### src/design/fpa_div_stage.sv
// ----------------------------------------------------------------------------
// fpa_div_stage: one restoring division step stage
// shifts one dividend bit into the remainder and takes one quotient bit
// ----------------------------------------------------------------------------
module fpa_div_stage #(
    parameter int DW = 32,
    parameter int NW = 40
) (
    input  logic          i_clk,
    input  logic          i_rst_n,
    input  logic          i_vld,
    input  logic [DW-1:0] i_rem,
    input  logic [NW-1:0] i_num,
    input  logic [DW-1:0] i_den,
    output logic          o_vld,
    output logic [DW-1:0] o_rem,
    output logic [NW-1:0] o_num,
    output logic [DW-1:0] o_den
);
    logic [DW:0]   trial;
    logic [DW:0]   diff;
    logic          take;

    assign trial = {i_rem, i_num[NW-1]};
    assign diff  = trial - {1'b0, i_den};
    assign take  = (trial >= {1'b0, i_den});

    always_ff @(posedge i_clk) begin
        if (!i_rst_n) begin
            o_vld <= 1'b0;
        end else begin
            o_vld <= i_vld;
        end
        o_rem <= take ? diff[DW-1:0] : trial[DW-1:0];
        o_num <= {i_num[NW-2:0], take};
        o_den <= i_den;
    end
endmodule

### config.mk
export PLATFORM = sky130hd
export DESIGN_NAME = fpa_div_stage
export DESIGN_NICKNAME = d
export VERILOG_FILES = /design/src/design/fpa_div_stage.sv
export SDC_FILE = /design/constraint.sdc
export NUM_CORES = 1
export LEC_CHECK = 0
export BUFFER_PORTS_ARGS = -buffer_cell sky130_fd_sc_hd__buf_2
export CORE_MARGIN = 4
export CORE_UTILIZATION = 29
export CTS_CLUSTER_SIZE = 40
export DETAILED_ROUTE_END_ITERATION = 10
export PLACE_DENSITY = 0.69
export SYNTH_ARGS = -nofsm -noshare
export SYNTH_HDL_FRONTEND = slang
export SYNTH_SLANG_ARGS = --single-unit
### constraint.sdc
create_clock -name i_clk -period 3.6 [get_ports i_clk]
set_clock_uncertainty 0.2 [all_clocks]
set_input_delay 0.72 -clock i_clk [delete_from_list [all_inputs] [get_ports i_clk]]
set_output_delay 0.72 -clock i_clk [all_outputs]
set_load 0.05 [all_outputs]
==> results.sh <==
export IMPL_io_pins=212
export IMPL_drt_wl_total_um=12100
export IMPL_finalSetupViolCount=0
export IMPL_overflow=0
export IMPL_grt_pass1_wl_um=18500
export IMPL_synth_edf_count=0
export IMPL_first_iter_violations=124
export IMPL_antenna_left=0
export IMPL_rows=44
export IMPL_tritoncts="built"
export IMPL_grtUsageTotal_pct=14.1
export IMPL_floorplan_initialDensity_pct=29.7
export IMPL_drc=0
export IMPL_rsz0062_at_grt="false"
export IMPL_clockBufferDepth=2
export IMPL_vdd_drop_max_mv=0.258
export IMPL_synth_seq_area_share_pct=48.7
export IMPL_gp_congestion=0.857
export IMPL_synthArstFlopShare_pct=0
export IMPL_p_leak_nw=3.08
export IMPL_tightest_slew_ns=0.501
export IMPL_diodes=0
export IMPL_dp_final_hpwl_um=10200
export IMPL_die_y_um=130
export IMPL_synth_nets=591
export IMPL_synth_seq_cells=105
export IMPL_hold_path_class="in -> reg"
export IMPL_yosys_warnings=0
export IMPL_ys_types=48
export IMPL_finalPower_mw=3.39
export IMPL_routed_via_density=4.50
export IMPL_cp_slowest_cell="fa_1"
export IMPL_status="complete, no violations"
export IMPL_cts_hold_buf=0
export IMPL_tns_ns=0
export IMPL_htree_levels=3
export IMPL_final_cells=880
export IMPL_hold_ws_ns=0.264
export IMPL_cts_made_buffers=9
export IMPL_drt_pass1_iter_count=4
export IMPL_synth_avg_cell_area_um2=9.57
export IMPL_period_share_pct=93.3
export IMPL_final_common_cell="buf_2"
export IMPL_wl_per_cell_um=13.8
export IMPL_dpl_instance_area_mm2=0.00581
export IMPL_slew_violations=0
export IMPL_final_hold_violation_count=0
export IMPL_critPathBufInv=3
export IMPL_stdcell_area_mm2=0.00612
export IMPL_grt_max_degree=26
export IMPL_drive_above_1_share_pct=39.5
export IMPL_path_clk_slew_ns=0.07
export IMPL_synth_cells=451
export IMPL_power_density_mw_per_mm2=554
export IMPL_ctsResizeCount=0
export IMPL_min_period_ns=3.36
export IMPL_io_buffers=211
export IMPL_core_area_mm2=0.0145
export IMPL_cts_setup_buffers=0
export IMPL_grt_pass1_vias=3779
export IMPL_cts_root_buffer="clkbuf_16"
export IMPL_die_area_mm2=0.0169
export IMPL_netlist_area_mm2=0.00432
export IMPL_cp_arrival_ns=3.40
export IMPL_ys_flop_type="dfxtp_1"
export IMPL_antenna_found_initial=1
export IMPL_timing_fmax_ghz=0.298
export IMPL_maxCapViolations=0
export IMPL_critPathKind="in -> reg"
export IMPL_layout_common_cells="211 x buf_2, 105 x dfxtp_1, 56 x a21oi_1"
export IMPL_clkSinkCount=105
export IMPL_max_slew_margin_pct=66.5
export IMPL_end_kind="register"
export IMPL_start_kind="input port"
export IMPL_syn_to_final_growth_pct=41.7
export IMPL_path_cells="buf_2 > inv_1 > ha_1 > fa_1 > nand2b_1 > a21oi_1 > o21ai_0 > o311a_1 > a31oi_2 > a21oi_1 > buf_4 > o21ai_1 > xor2_1 > mux2_1"
export IMPL_crit_top_cell="a21oi_1"
export IMPL_required_ns=3.64
export IMPL_fin_nets=831
export IMPL_crit_family="compound AO/OA/AOI/OAI gates"
export IMPL_dp_cells=864
export IMPL_crit_fanout=3
export IMPL_vias=3957
export IMPL_die_w_um=130
export IMPL_slowest_delay_ns=0.39
-- per-layer routing --
metal	share of wire, %	GRT usage (%)	vias to the layer above
li1	-	-	2040
met1	41	16.3	1748
met2	48	24.4	159
met3	9.4	5.77	8
met4	0.98	3.48	2
met5	0.11	0	-
-- worst paths after layout --
kind	startpoint	endpoint	slack, ns	cells past startpoint
worst max-delay path	i_num[39]	o_rem[26]	0.24	14
worst min-delay path	i_num[24]	o_num[25]	0.26	1
-- stage by stage --
step / util [%] / setup WS, ns
2_1_floorplan: - / 0.0481
3_3_place_gp: 40.0 / -0.106
3_5_place_dp: 40.0 / -0.231
4_1_cts: 42.0 / 0.147
5_1_grt: 42.1 / 0.0698
6_report: 42.1 / 0.240
-- report_power, final --
| part | switching [mW] | total [mW] | internal, mW |
|---|---|---|---|
| sequential | 0.0257 | 1.31 | 1.28 |
| combinational | 0.763 | 1.11 | 0.347 |
| clock | 0.480 | 0.970 | 0.490 |
| total | 1.27 | 3.39 | 2.12 |
-- logic make-up (layout without fill, tap and decap cells) --
| logic type | after synthesis | count (layout) | synth area share [%] |
|---|---|---|---|
| adders and majority gates | 33 | 33 | 9.74 |
| buffers and inverters | 56 | 301 | 5.39 |
| AOI/OAI and AO/OA | 119 | 119 | 17.0 |
| DFF | 105 | 105 | 48.7 |
| xor gates and xnor gates | 27 | 27 | 5.48 |
| muxes | 11 | 11 | 2.84 |
| and+or+nand+nor | 100 | 100 | 10.9 |
-- Yosys cell counts (4+ instances only) --
library cell | instances | area [um^2]
nor2_1 | 35 | 131
nor4_1 | 4 | 25.0
xor2_1 | 12 | 105
a31oi_1 | 5 | 31.3
nand2_1 | 26 | 97.6
clkbuf_1 | 6 | 22.5
a21o_1 | 12 | 90.1
mux2_2 | 6 | 67.6
nand3_1 | 8 | 40.0
buf_2 | 8 | 40.0
inv_1 | 38 | 143
ha_1 | 32 | 400
dfxtp_1 | 105 | 2100
o21ai_0 | 16 | 80.1
a21oi_1 | 56 | 280
nand4_1 | 8 | 50.1
mux2_1 | 4 | 45.0
xnor2_1 | 15 | 131
o211ai_1 | 4 | 30.0
o21a_1 | 6 | 45.0
-- sequential cells by signal (all words and copies together) (netlist names) --
| signal | count |
|---|---|
| o_den | 32 |
| o_num | 40 |
| o_rem | 32 |
| o_vld | 1 |
-- cell type report --
| cell class | count | area (um^2) |
|---|---|---|
| Clock buffer | 9 | 225 |
| Timing Repair Buffer | 247 | 1350 |
| Fill cell | 1483 | 8420 |
| Inverter | 38 | 143 |
| Sequential cell | 105 | 2100 |
| Tap cell | 184 | 230 |
| Multi-Input combinational cell | 290 | 2000 |
| Clock inverter | 7 | 70.1 |
Note: power is estimated with default switching activity, not from simulation.
